$ cat src/hdl/chlp_pkg.sv
package chlp_pkg;

    localparam int MAX_LINE_DEF = 255;

    localparam int TOK_POS_W = 4;
    localparam int HEX_W     = 16;
    localparam int ID_W      = 32;

    localparam logic [1:0] ST_OK       = 2'd0;
    localparam logic [1:0] ST_TOO_LONG = 2'd1;
    localparam logic [1:0] ST_NO_TOKEN = 2'd2;

    localparam logic [1:0] TY_DATA = 2'd0;
    localparam logic [1:0] TY_ECHO = 2'd1;
    localparam logic [1:0] TY_ECHO_REPLY = 2'd2;
    localparam logic [1:0] TY_END  = 2'd3;

    localparam logic [7:0] CH_CR   = 8'h0D;
    localparam logic [7:0] CH_LF   = 8'h0A;
    localparam logic [7:0] CH_SEMI = 8'h3B;

    localparam int OUT_DATA_W = 64;
    localparam int F_STATUS_LO = 0;
    localparam int F_LEN_LO    = 2;
    localparam int F_ID_LO     = 18;
    localparam int F_TRAIL     = 50;
    localparam int F_TYPE_LO   = 51;
    localparam int F_HB_LO     = 53;
    localparam int F_USED_W    = 62;

    typedef enum logic [2:0] {
        HX_BLANK = 3'd0,
        HX_ZERO  = 3'd1,
        HX_PREFIX = 3'd2,
        HX_DIGITS = 3'd3,
        HX_DONE  = 3'd4
    } t_hex_phase;

    typedef enum logic [2:0] {
        ID_BLANK    = 3'd0,
        ID_POS      = 3'd1,
        ID_NEG      = 3'd2,
        ID_DONE_POS = 3'd3,
        ID_DONE_NEG = 3'd4
    } t_id_phase;

    typedef struct packed {
        logic [TOK_POS_W-1:0] pos;
        logic [1:0]           cnt;
        logic [HEX_W-1:0]     hex_acc;
        t_hex_phase           hex_ph;
        logic [ID_W-1:0]      id_acc;
        logic [ID_W-1:0]      id_val;
        t_id_phase            id_ph;
        logic [3:0]           kw;
        logic [1:0]           sv_type;
        logic                 sv_trail;
    } t_tok;

    typedef struct packed {
        logic [8:0]        header_bytes;
        logic [1:0]        chunk_type;
        logic              trail_flag;
        logic [ID_W-1:0]   chunk_id;
        logic [HEX_W-1:0]  chunk_length;
        logic [1:0]        status;
    } t_result;

    localparam t_tok TOK_CLEAR = '{
        pos: '0, cnt: '0, hex_acc: '0, hex_ph: HX_BLANK, id_acc: '0,
        id_val: '0, id_ph: ID_BLANK, kw: 4'hF, sv_type: TY_DATA, sv_trail: 1'b0
    };

    function automatic logic is_blank(input logic [7:0] c);
        return (c == 8'd32) || (c >= 8'd9 && c <= 8'd13);
    endfunction

    function automatic logic [7:0] kw_id_char(input logic [TOK_POS_W-1:0] p);
        logic [7:0] r;
        unique case (p)
            4'd0:    r = "i";
            4'd1:    r = "d";
            4'd2:    r = "=";
            default: r = 8'h00;
        endcase
        return r;
    endfunction

    function automatic logic [7:0] kw_trail_char(input logic [TOK_POS_W-1:0] p);
        logic [7:0] r;
        unique case (p)
            4'd0:    r = "t";
            4'd1:    r = "r";
            4'd2:    r = "a";
            4'd3:    r = "i";
            4'd4:    r = "l";
            default: r = 8'h00;
        endcase
        return r;
    endfunction

    function automatic logic [7:0] kw_echo_char(input logic [TOK_POS_W-1:0] p);
        logic [7:0] r;
        unique case (p)
            4'd0:    r = "e";
            4'd1:    r = "c";
            4'd2:    r = "h";
            4'd3:    r = "o";
            4'd4:    r = "-";
            4'd5:    r = "r";
            4'd6:    r = "e";
            4'd7:    r = "s";
            4'd8:    r = "p";
            4'd9:    r = "o";
            4'd10:   r = "n";
            4'd11:   r = "s";
            4'd12:   r = "e";
            default: r = 8'h00;
        endcase
        return r;
    endfunction

endpackage

$ cat src/hdl/chunk_header_line_parser.sv
// A result is registered at the edge accepting the LF closing its line, or the byte that
// pushes the line past the length limit (into the skid register while r_out is full).
// Throughput: one byte per cycle while the skid register is empty; bytes keep
// flowing while a result waits, held in an output and a skid register (two results deep).
// Reset (i_rst_n low, synchronous): clears the line parser and empties the result buffer.
module chunk_header_line_parser #(
    parameter int MAX_LINE = chlp_pkg::MAX_LINE_DEF
) (
    input  logic                             i_clk,
    input  logic                             i_rst_n,
    input  logic                             s_axis_tvalid,
    output logic                             s_axis_tready,
    input  logic [7:0]                       s_axis_tdata,  // byte_in
    output logic                             m_axis_tvalid,
    input  logic                             m_axis_tready,
    // status, chunk_length, chunk_id, trail_flag, chunk_type, header_bytes, zero pad
    output logic [chlp_pkg::OUT_DATA_W-1:0]  m_axis_tdata
);

    localparam int LC_W = $clog2(MAX_LINE + 2);

    logic             r_discard, n_discard;
    logic             r_pend, n_pend;
    logic [LC_W-1:0]  r_lc, n_lc;
    chlp_pkg::t_tok   r_tok, n_tok;

    chlp_pkg::t_result r_out, r_skid, res;
    logic              r_out_v, r_skid_v, res_v;

    logic              in_acc, take;
    chlp_pkg::t_tok    tok_cr, tok_fin;
    logic [LC_W-1:0]   lc_inc, lc_inc2;
    logic [LC_W:0]     hb_sum;

    function automatic chlp_pkg::t_tok tok_finish(input chlp_pkg::t_tok s);
        chlp_pkg::t_tok t;
        logic           neg;
        t = s;
        neg = (s.id_ph == chlp_pkg::ID_NEG) || (s.id_ph == chlp_pkg::ID_DONE_NEG);
        if (s.cnt == 2'd2) begin
            if (s.kw[0] && s.pos >= 4'd3) begin
                if (neg) begin
                    t.id_acc = '0 - s.id_val;
                end else begin
                    t.id_acc = s.id_val[chlp_pkg::ID_W-1] ? 32'h7FFF_FFFF : s.id_val;
                end
            end
            if (s.kw[1] && s.pos == 4'd5) t.sv_trail = 1'b1;
            if (s.kw[2] && s.pos == 4'd4) t.sv_type = chlp_pkg::TY_ECHO;
            if (s.kw[3] && s.pos == 4'd13) t.sv_type = chlp_pkg::TY_ECHO_REPLY;
        end
        return t;
    endfunction

    function automatic chlp_pkg::t_tok tok_step(input chlp_pkg::t_tok s, input logic [7:0] c);
        chlp_pkg::t_tok t;
        logic           hx_isd, id_isd, bl;
        logic [3:0]     hx_d;
        logic [20:0]    hx_v;
        logic [35:0]    id_v;
        t = s;
        bl = chlp_pkg::is_blank(c);
        hx_isd = 1'b1;
        hx_d = 4'd0;
        if (c >= "0" && c <= "9") hx_d = 4'(c - "0");
        else if (c >= "a" && c <= "f") hx_d = 4'(c - "a" + 8'd10);
        else if (c >= "A" && c <= "F") hx_d = 4'(c - "A" + 8'd10);
        else hx_isd = 1'b0;
        id_isd = (c >= "0" && c <= "9");
        hx_v = {s.hex_acc, 4'd0} + 21'(hx_d);
        id_v = 36'({4'd0, s.id_val} * 36'd10) + 36'(c[3:0]);
        if (c == chlp_pkg::CH_SEMI) begin
            if (s.pos != '0) t = tok_finish(s);
            t.pos = '0;
        end else begin
            if (s.pos == '0) begin
                t.cnt = (s.cnt < 2'd2) ? s.cnt + 2'd1 : 2'd2;
                t.kw = 4'hF;
                t.id_ph = chlp_pkg::ID_BLANK;
                t.id_val = '0;
            end
            if (t.cnt == 2'd1) begin
                unique case (s.hex_ph)
                    chlp_pkg::HX_BLANK: begin
                        if (!bl) begin
                            if (c == "0") t.hex_ph = chlp_pkg::HX_ZERO;
                            else if (hx_isd) begin
                                t.hex_acc = (hx_v > 21'd65535) ? 16'hFFFF : hx_v[15:0];
                                t.hex_ph = chlp_pkg::HX_DIGITS;
                            end else t.hex_ph = chlp_pkg::HX_DONE;
                        end
                    end
                    chlp_pkg::HX_ZERO: begin
                        if (c == "x" || c == "X") t.hex_ph = chlp_pkg::HX_PREFIX;
                        else if (hx_isd) begin
                            t.hex_acc = (hx_v > 21'd65535) ? 16'hFFFF : hx_v[15:0];
                            t.hex_ph = chlp_pkg::HX_DIGITS;
                        end else t.hex_ph = chlp_pkg::HX_DONE;
                    end
                    chlp_pkg::HX_PREFIX, chlp_pkg::HX_DIGITS: begin
                        if (hx_isd) begin
                            t.hex_acc = (hx_v > 21'd65535) ? 16'hFFFF : hx_v[15:0];
                            t.hex_ph = chlp_pkg::HX_DIGITS;
                        end else t.hex_ph = chlp_pkg::HX_DONE;
                    end
                    default: ;
                endcase
            end else begin
                if (s.pos < 4'd3 && chlp_pkg::kw_id_char(s.pos) != c) t.kw[0] = 1'b0;
                if (!(s.pos < 4'd5 && chlp_pkg::kw_trail_char(s.pos) == c)) t.kw[1] = 1'b0;
                if (!(s.pos < 4'd4 && chlp_pkg::kw_echo_char(s.pos) == c)) t.kw[2] = 1'b0;
                if (!(s.pos < 4'd13 && chlp_pkg::kw_echo_char(s.pos) == c)) t.kw[3] = 1'b0;
                if (t.kw[0] && s.pos >= 4'd3) begin
                    if (t.id_ph == chlp_pkg::ID_BLANK) begin
                        if (!bl) begin
                            if (c == "+") t.id_ph = chlp_pkg::ID_POS;
                            else if (c == "-") t.id_ph = chlp_pkg::ID_NEG;
                            else if (id_isd) begin
                                t.id_ph = chlp_pkg::ID_POS;
                                t.id_val = 32'(c[3:0]);
                            end else t.id_ph = chlp_pkg::ID_DONE_POS;
                        end
                    end else if (t.id_ph == chlp_pkg::ID_POS) begin
                        if (id_isd) t.id_val = (id_v > 36'h8000_0000) ? 32'h8000_0000 : id_v[31:0];
                        else t.id_ph = chlp_pkg::ID_DONE_POS;
                    end else if (t.id_ph == chlp_pkg::ID_NEG) begin
                        if (id_isd) t.id_val = (id_v > 36'h8000_0000) ? 32'h8000_0000 : id_v[31:0];
                        else t.id_ph = chlp_pkg::ID_DONE_NEG;
                    end
                end
            end
            if (s.pos != '1) t.pos = s.pos + 4'd1;
        end
        return t;
    endfunction

    assign in_acc = s_axis_tvalid && s_axis_tready;
    assign take   = r_out_v && m_axis_tready;

    assign lc_inc  = r_lc + LC_W'(1);
    assign tok_cr  = tok_step(r_tok, chlp_pkg::CH_CR);
    assign tok_fin = (r_tok.pos != '0) ? tok_finish(r_tok) : r_tok;
    assign hb_sum  = {1'b0, r_lc} + (LC_W+1)'(2);
    assign lc_inc2 = r_lc + LC_W'(2);

    always_comb begin
        n_discard = r_discard;
        n_pend    = r_pend;
        n_lc      = r_lc;
        n_tok     = r_tok;
        res_v     = 1'b0;
        res       = '0;
        if (r_discard) begin
            if (r_pend && s_axis_tdata == chlp_pkg::CH_LF) begin
                n_discard = 1'b0;
                n_pend    = 1'b0;
                n_lc      = '0;
                n_tok     = chlp_pkg::TOK_CLEAR;
            end else begin
                n_pend = (s_axis_tdata == chlp_pkg::CH_CR);
            end
        end else if (r_pend && s_axis_tdata == chlp_pkg::CH_LF) begin
            res_v = 1'b1;
            if (tok_fin.cnt == 2'd0) begin
                res.status = chlp_pkg::ST_NO_TOKEN;
            end else begin
                res.status       = chlp_pkg::ST_OK;
                res.chunk_length = tok_fin.hex_acc;
                res.chunk_id     = tok_fin.id_acc;
                res.trail_flag   = tok_fin.sv_trail;
                res.chunk_type   = (tok_fin.hex_acc == '0) ? chlp_pkg::TY_END : tok_fin.sv_type;
                res.header_bytes = 9'(hb_sum);
            end
            n_pend = 1'b0;
            n_lc   = '0;
            n_tok  = chlp_pkg::TOK_CLEAR;
        end else if (r_pend && lc_inc > LC_W'(MAX_LINE)) begin
            res_v      = 1'b1;
            res.status = chlp_pkg::ST_TOO_LONG;
            n_discard  = 1'b1;
            n_lc       = lc_inc;
            n_pend     = (s_axis_tdata == chlp_pkg::CH_CR);
        end else if (r_pend) begin
            if (s_axis_tdata == chlp_pkg::CH_CR) begin
                n_pend = 1'b1;
                n_lc   = lc_inc;
                n_tok  = tok_cr;
            end else if (lc_inc2 > LC_W'(MAX_LINE)) begin
                res_v      = 1'b1;
                res.status = chlp_pkg::ST_TOO_LONG;
                n_discard  = 1'b1;
                n_pend     = 1'b0;
                n_lc       = lc_inc2;
                n_tok      = tok_cr;
            end else begin
                n_pend = 1'b0;
                n_lc   = lc_inc2;
                n_tok  = tok_step(tok_cr, s_axis_tdata);
            end
        end else if (s_axis_tdata == chlp_pkg::CH_CR) begin
            n_pend = 1'b1;
        end else if (lc_inc > LC_W'(MAX_LINE)) begin
            res_v      = 1'b1;
            res.status = chlp_pkg::ST_TOO_LONG;
            n_discard  = 1'b1;
            n_lc       = lc_inc;
        end else begin
            n_lc  = lc_inc;
            n_tok = tok_step(r_tok, s_axis_tdata);
        end
    end

    always_ff @(posedge i_clk) begin
        if (!i_rst_n) begin
            r_discard <= 1'b0;
            r_pend    <= 1'b0;
            r_lc      <= '0;
            r_tok     <= chlp_pkg::TOK_CLEAR;
        end else if (in_acc) begin
            r_discard <= n_discard;
            r_pend    <= n_pend;
            r_lc      <= n_lc;
            r_tok     <= n_tok;
        end
    end

    always_ff @(posedge i_clk) begin
        if (!i_rst_n) begin
            r_out_v  <= 1'b0;
            r_skid_v <= 1'b0;
        end else if (take) begin
            if (r_skid_v) begin
                r_out    <= r_skid;
                r_skid_v <= 1'b0;
            end else begin
                r_out   <= res;
                r_out_v <= in_acc && res_v;
            end
        end else if (!r_out_v) begin
            r_out   <= res;
            r_out_v <= in_acc && res_v;
        end else if (in_acc && res_v) begin
            r_skid   <= res;
            r_skid_v <= 1'b1;
        end
    end

    assign s_axis_tready = !r_skid_v;
    assign m_axis_tvalid = r_out_v;
    assign m_axis_tdata  = chlp_pkg::OUT_DATA_W'(r_out);

endmodule

$ cat config.mk
export PLATFORM = sky130hd
export DESIGN_NAME = chunk_header_line_parser
export DESIGN_NICKNAME = d
export VERILOG_FILES = /design/src/hdl/chlp_pkg.sv /design/src/hdl/chunk_header_line_parser.sv
export SDC_FILE = /design/constraint.sdc
export NUM_CORES = 1
export LEC_CHECK = 0
export BUFFER_PORTS_ARGS = -buffer_cell sky130_fd_sc_hd__buf_2
export CORE_AREA = 2 2 193 195
export DETAILED_ROUTE_END_ITERATION = 10
export DIE_AREA = 0 0 195 197
export PLACE_DENSITY = 0.77
export SYNTH_ARGS = -nofsm -noshare
export SYNTH_HDL_FRONTEND = slang
export SYNTH_SLANG_ARGS = --single-unit
$ cat constraint.sdc
create_clock -name i_clk -period 8.2 [get_ports i_clk]
set_input_delay 0.82 -clock i_clk [delete_from_list [all_inputs] [get_ports i_clk]]
set_output_delay 0.82 -clock i_clk [all_outputs]
set_load 0.03 [all_outputs]
* Yosys cells after proc, flatten, opt, wreduce, memory -nomap -nowiden
Memory sizes are Yosys's and may differ from the RTL's. A register that Yosys moved wholly into a read port is not among the register bits.
Index checks and enable logic that the tools add are counted.
** Cells by class
- $add $sub $neg :: 18
- Multiply operators :: 2
- Divide/modulo/power cells :: 0
- Order comparisons :: 26
- Equal/unequal tests :: 75
- Shifts and indexed selects :: 0
- Mux-type cells :: 307
- Bitwise operators :: 2
- Reductions and logical operators :: 68
** Operators by type and width (number)
- $mux W99 :: 9
- $mux W39 :: 20
- $mux W32 :: 18
- $mux W8 :: 68
- $mux W35 :: 10
- $mux W62 :: 4
- $mux W74 :: 2
- $mux W16 :: 8
- $mux W60 :: 2
- $pmux W19 S3 :: 2
- $mux W4 :: 25
- $mux W19 :: 4
- $add A36 B4 Y36 :: 2
- $gt A36 B32 Y1 const B :: 2
- $mul A32 B3 Y35 const B :: 2
- $pmux W7 S5 :: 2
- $mux W1 :: 69
- $sub A1 B32 Y32 const A :: 2
- $mux W3 :: 21
- $mux W9 :: 7
- $mux W31 :: 2
- $mux W2 :: 29
- $mux W25 :: 2
- $eq A8 B8 Y1 :: 6
- other kinds (65) :: 180
** Storage, ports and cells
- Bits in registers :: 236
- Bits in latches :: 0
- Bits in writable memories :: 0
- Bits in read-only memories :: 672
- Input bits :: 12
- Output and inout bits :: 66
- Word-level logic and storage cells :: 531
- Memories kept :: 6
** Memories
- (no name shown) :: depth 16, width 7, rd ports 1, clocked after memory_dff 0, wr ports 0, line chlp_pkg.sv:104 : unique case (p)
- (no name shown) :: depth 16, width 7, rd ports 1, clocked after memory_dff 0, wr ports 0, line chlp_pkg.sv:104
- (no name shown) :: depth 16, width 7, rd ports 1, clocked after memory_dff 1, wr ports 0, line chlp_pkg.sv:104
- (no name shown) :: depth 16, width 7, rd ports 1, clocked after memory_dff 1, wr ports 0, line chlp_pkg.sv:104
- (no name shown) :: depth 16, width 7, rd ports 1, clocked after memory_dff 1, wr ports 0, line chlp_pkg.sv:104
- (no name shown) :: depth 16, width 7, rd ports 1, clocked after memory_dff 1, wr ports 0, line chlp_pkg.sv:104

* Depth between registers and ports, before layout
- Word-level depth :: 45
- Gate-level depth with buffers :: 24
- Depth with buffers taken out :: 20

* Worst setup path after synthesis
OpenSTA, ideal clock, no wires.
- Kind :: register -> register
- Start :: register r_tok[98] (netlist bit)
- End :: register r_tok[23] (netlist bit)
- Arrival time :: 6.207 ns
- Data required time :: 8.114 ns
- Setup slack :: 1.907 ns
- Stages on the path, launching flop included :: 24
- Path buffers :: 5
- Period minus slack after synthesis :: 6.293 ns
- Cell sequence :: dfxtp_1 > clkbuf_1 > nor2_1 > and2_1 > clkbuf_1 > clkbuf_1 > buf_1 > buf_1 > nor2_1 > ha_1 > fa_1 > a211oi_1 > o211ai_1 > a31oi_1 > xor2_1 > or4b_2 > nor4_1 > and4_1 > mux2i_1 > a2bb2oi_1 > o41ai_1 > a21oi_1 > o21a_1 > a211oi_1
** Between the ends
- Longest elaborated chain between the ends :: 35
** Ends and longest elaborated chain
- start, declared :: line chunk_header_line_parser.sv:25 : chlp_pkg::t_tok r_tok, n_tok;
- start signal, assigned :: line chunk_header_line_parser.sv:218 : r_tok <= chlp_pkg::TOK_CLEAR;
- start signal, assigned :: line chunk_header_line_parser.sv:223 : r_tok <= n_tok;
- parallel branches: the longest is 31 deep, another holds $add A36 B4 Y36
- $mux W99 (*) :: line chunk_header_line_parser.sv:183 : end else if (r_pend) begin
- $mux W99 (*) :: line chunk_header_line_parser.sv:177 : end else if (r_pend && lc_inc > LC_W'(MAX_LINE)) begin
- $mux W99 (*) :: line chunk_header_line_parser.sv:162 : end else if (r_pend && s_axis_tdata == chlp_pkg::CH_LF) begin
- $mux W99 (*) :: line chunk_header_line_parser.sv:153 : if (r_discard) begin
Mark *: on every way between the ends. The select of a mux whose other input is x is not followed.
A chain may end at the register's enable or synchronous reset.

* Worst setup path after layout
- Start :: register r_tok[95] (netlist bit)
- End :: register r_tok[23] (netlist bit)
Same word-level chain as after synthesis.

==> results.yml <==
status:
  status: "finished, final reports clean"
global_routing:
  antenna_found_initial: 0
  grt_pass1_vias: 20060
  grt_max_degree: 101
  grt_pass1_wl_um: 109000
  grt_overflow_total: 0
  gr-usage-all-layers_pct: 34.93
cts:
  cts_setup_buffers: 0
  holdBufCountCts: 0
  clockBufferDepth: 3
  cts.sinks: 243
  numCtsBuffers: 26
  clock_latency_ns: 0.57
  h-tree-depth: 1
  cts_tree: "built"
  cts-resized-gates: 0
  clockRootBuffer: "clkbuf_16"
  cts.clk_slew.worst_paths_ns: 0.06
layout:
  antennaDiodeCount: 0
  nets: 2873
  register_area_um2: 6107
  syn_to_final_growth_pct: 6.175
  final_layout_size_suffix_gt1_share_pct: 8.866
  design_area_um2: 22830
  multi_input_area_um2: 14420
  num-fill-cells: 3177
critical_path:
  critPathSlowestCell: "or3b_2"
  crit_type: "reg2reg"
  crit_chain: "inv_1 > ha_1 > or3b_2 > and3_1 > ha_1 > fa_1 > a211oi_1 > o211ai_1 > a31oi_1 > buf_4 > xor2_1 > or4b_2 > nor4_1 > and4_1 > mux2i_1 > a2bb2oi_1 > o41ai_1 > a21oi_1 > o21a_1 > a211oi_1"
  end_kind: "register"
  worstPathArrival_ns: 7.51
  required_ns: 8.67
  cp_num_buf_inv: 2
  crit_family: "simple AND/OR/NAND/NOR gates"
  cp_slowest_stage_delay_ns: 0.73
  startpoint_type: "register"
  cp_max_fo: 20
  r2r_setup_slack_ns: 1.16
drt:
  drc_errors: 0
  drt.antenna.violating_nets: 0
  wire_per_inst_um: 21.59
  vias_per_cell: 6.839
  num_vias: 22020
  drt_iter0_markers: 2619
  first_pass_iters: 8
  routed_wl_um: 69520
logic_synthesis:
  synth_area_um2: 21500
  synth_edf_count: 124
  synth_area_per_cell_um2: 7.720
  syn-instance-count: 2785
  synth_ff_type: "edfxtp_1"
  yosys_warnings: 0
  synthDistinctLibCells: 101
  synth-async-reset-ratio_pct: 0
  synth_seq_cells: 243
  synth-seq-area-share_pct: 28.40
floorplanning:
  die-width_um: 195
  row_count: 70
  fp.coreArea_um2: 36260
  start_util_pct: 59.29
  dieHeight_um: 197
  num_io_pins: 78
  die_area_um2: 38420
timing:
  slew_violations: 0
  setup-violations-final: 0
  skew_ns: 0.02652
  rsz0062_at_grt: "no"
  period_share_pct: 85.88
  fin_crit_ns: 7.043
  max_slew_margin_pct: 18.62
  finalHoldViolations: 0
  timing.fmax_mhz: 142.0
  setup_tns_ns: 0
  worst_pin_slew_ns: 1.210
power:
  powerDensity_nw_per_um2: 122.0
  vdd_drop_max_mv: 0.1484
  p_leak_nw: 8.575
placed_design:
  place.gp.congestion: 0.9835
  port_buffers: 75
  placed_cell_area_um2: 22020
  hpwl_um: 50310
job:
  drv_cap: 0
worst_hold_path:
  hold_path_class: "reg2reg"
worst min-delay path, stage by stage (launching register included):
cell and delay (ns):
dfxtp_1 0.31, nand2_1 0.05, a21oi_1 0.05
stage by stage:
step                cells  worst slack [ns]  hold WS [ns]  util (%)  total power, mW
floorplan            2786             1.907        0.4321         -            1.574
global placement     3172             1.481        0.4394     60.74            1.663
detailed placement   3172             1.331        0.4439     60.74            1.670
CTS                  3220             1.303        0.4517     62.95            2.775
global route         3220            0.7919        0.4680     62.95            2.862
finish               3220             1.157        0.4586     62.95            2.785
cell usage after synthesis (31+ instances only):
master    count  area, um^2
a211oi_1     33       247.7
a21oi_1     216        1081
a22oi_1      48       360.4
a31oi_1      43       269.0
and2_1       47       294.0
and3_1       56       350.3
clkbuf_1    173       649.4
dfxtp_1     119        2382
edfxtp_1    124        3724
ha_1        126        1577
inv_1        65       244.0
nand2_1     276        1036
nand3_1      75       375.4
nor2_1      340        1276
nor3_1       73       365.4
o211ai_1     31       232.7
o21ai_0     192       960.9
o22ai_1      42       262.8
o31ai_1      63       473.0
xnor2_1      93       814.5
xor2_1       44       385.4
flip-flops by register name, indices dropped and copies added, names as in the netlist, named ones only:
| name | flops |
|---|---|
| r_skid_v | 1 |
| r_tok | 99 |
| m_axis_tdata | 62 |
| r_discard | 1 |
| r_pend | 1 |
| m_axis_tvalid | 1 |
| r_skid | 62 |
| r_lc | 9 |
metal layers:
layer  track usage (%)  wire length, um
met1             49.36            29290
met2             55.33            30690
met3             5.185             7339
met4             10.57             2197
met5                 0                0
cell families (layout without fill, tap and decap cells):
| group | after synthesis | count (layout) | synth area share, % |
|---|---|---|---|
| other cells | 1 | 2 | 0.01744 |
| xor+xnor | 137 | 137 | 5.581 |
| buf+inv | 262 | 228 | 4.667 |
| fa+ha+maj | 130 | 130 | 7.659 |
| simple gates | 1077 | 1077 | 24.26 |
| compound gates | 875 | 875 | 26.39 |
| mux | 60 | 60 | 3.020 |
| flops | 243 | 243 | 28.40 |
worst paths after layout:
path | start | end | cells past startpoint
min | r_tok[42] | r_tok[42] | 2
min reg2reg | r_tok[42] | r_tok[42] | 2
max | r_tok[95] | r_tok[23] | 20
max reg2reg | r_tok[95] | r_tok[23] | 20
area by class of cell:
cell class                 count  share of cell area, %
inverter                      68                  1.118
clock buffer                  37                  3.212
multi-input combinational   2281                  63.18
clock inverter                11                 0.3070
tap                          468                  2.565
timing repair buffer         112                  2.861
sequential                   243                  26.75
cells in the final DEF (no fill, tap or decap), types with 27 or more instances in the layout:
| cell type | Yosys | final |
|---|---|---|
| o22ai_1 | 42 | 42 |
| nor4_1 | 30 | 30 |
| a21o_1 | 29 | 29 |
| edfxtp_1 | 124 | 124 |
| and3_1 | 56 | 54 |
| inv_1 | 65 | 65 |
| a31oi_1 | 43 | 43 |
| xor2_1 | 44 | 44 |
| ha_1 | 126 | 126 |
| mux2_2 | 29 | 29 |
| buf_2 | 4 | 75 |
| nand3_1 | 75 | 74 |
| a21oi_1 | 216 | 216 |
| nand4_1 | 28 | 28 |
| mux2i_1 | 30 | 30 |
| o31ai_1 | 63 | 63 |
| nor2_1 | 340 | 339 |
| nand2_1 | 276 | 276 |
| a22oi_1 | 48 | 48 |
| and2_1 | 47 | 47 |
| dfxtp_1 | 119 | 118 |
| buf_4 | 4 | 37 |
| nor3_1 | 73 | 72 |
| a211oi_1 | 33 | 33 |
| o21ai_0 | 192 | 192 |
| xnor2_1 | 93 | 93 |
| clkbuf_16 | 0 | 27 |
| o211ai_1 | 31 | 31 |
where the power goes:
part	switching (mW)	internal (mW)	leakage [nW]
clock	0.504	0.624	0.384
combinational	0.248	0.103	6.06
sequential	0.0182	1.29	2.13
total	0.770	2.01	8.58
No activity file was read; power rests on OpenSTA's default activity.
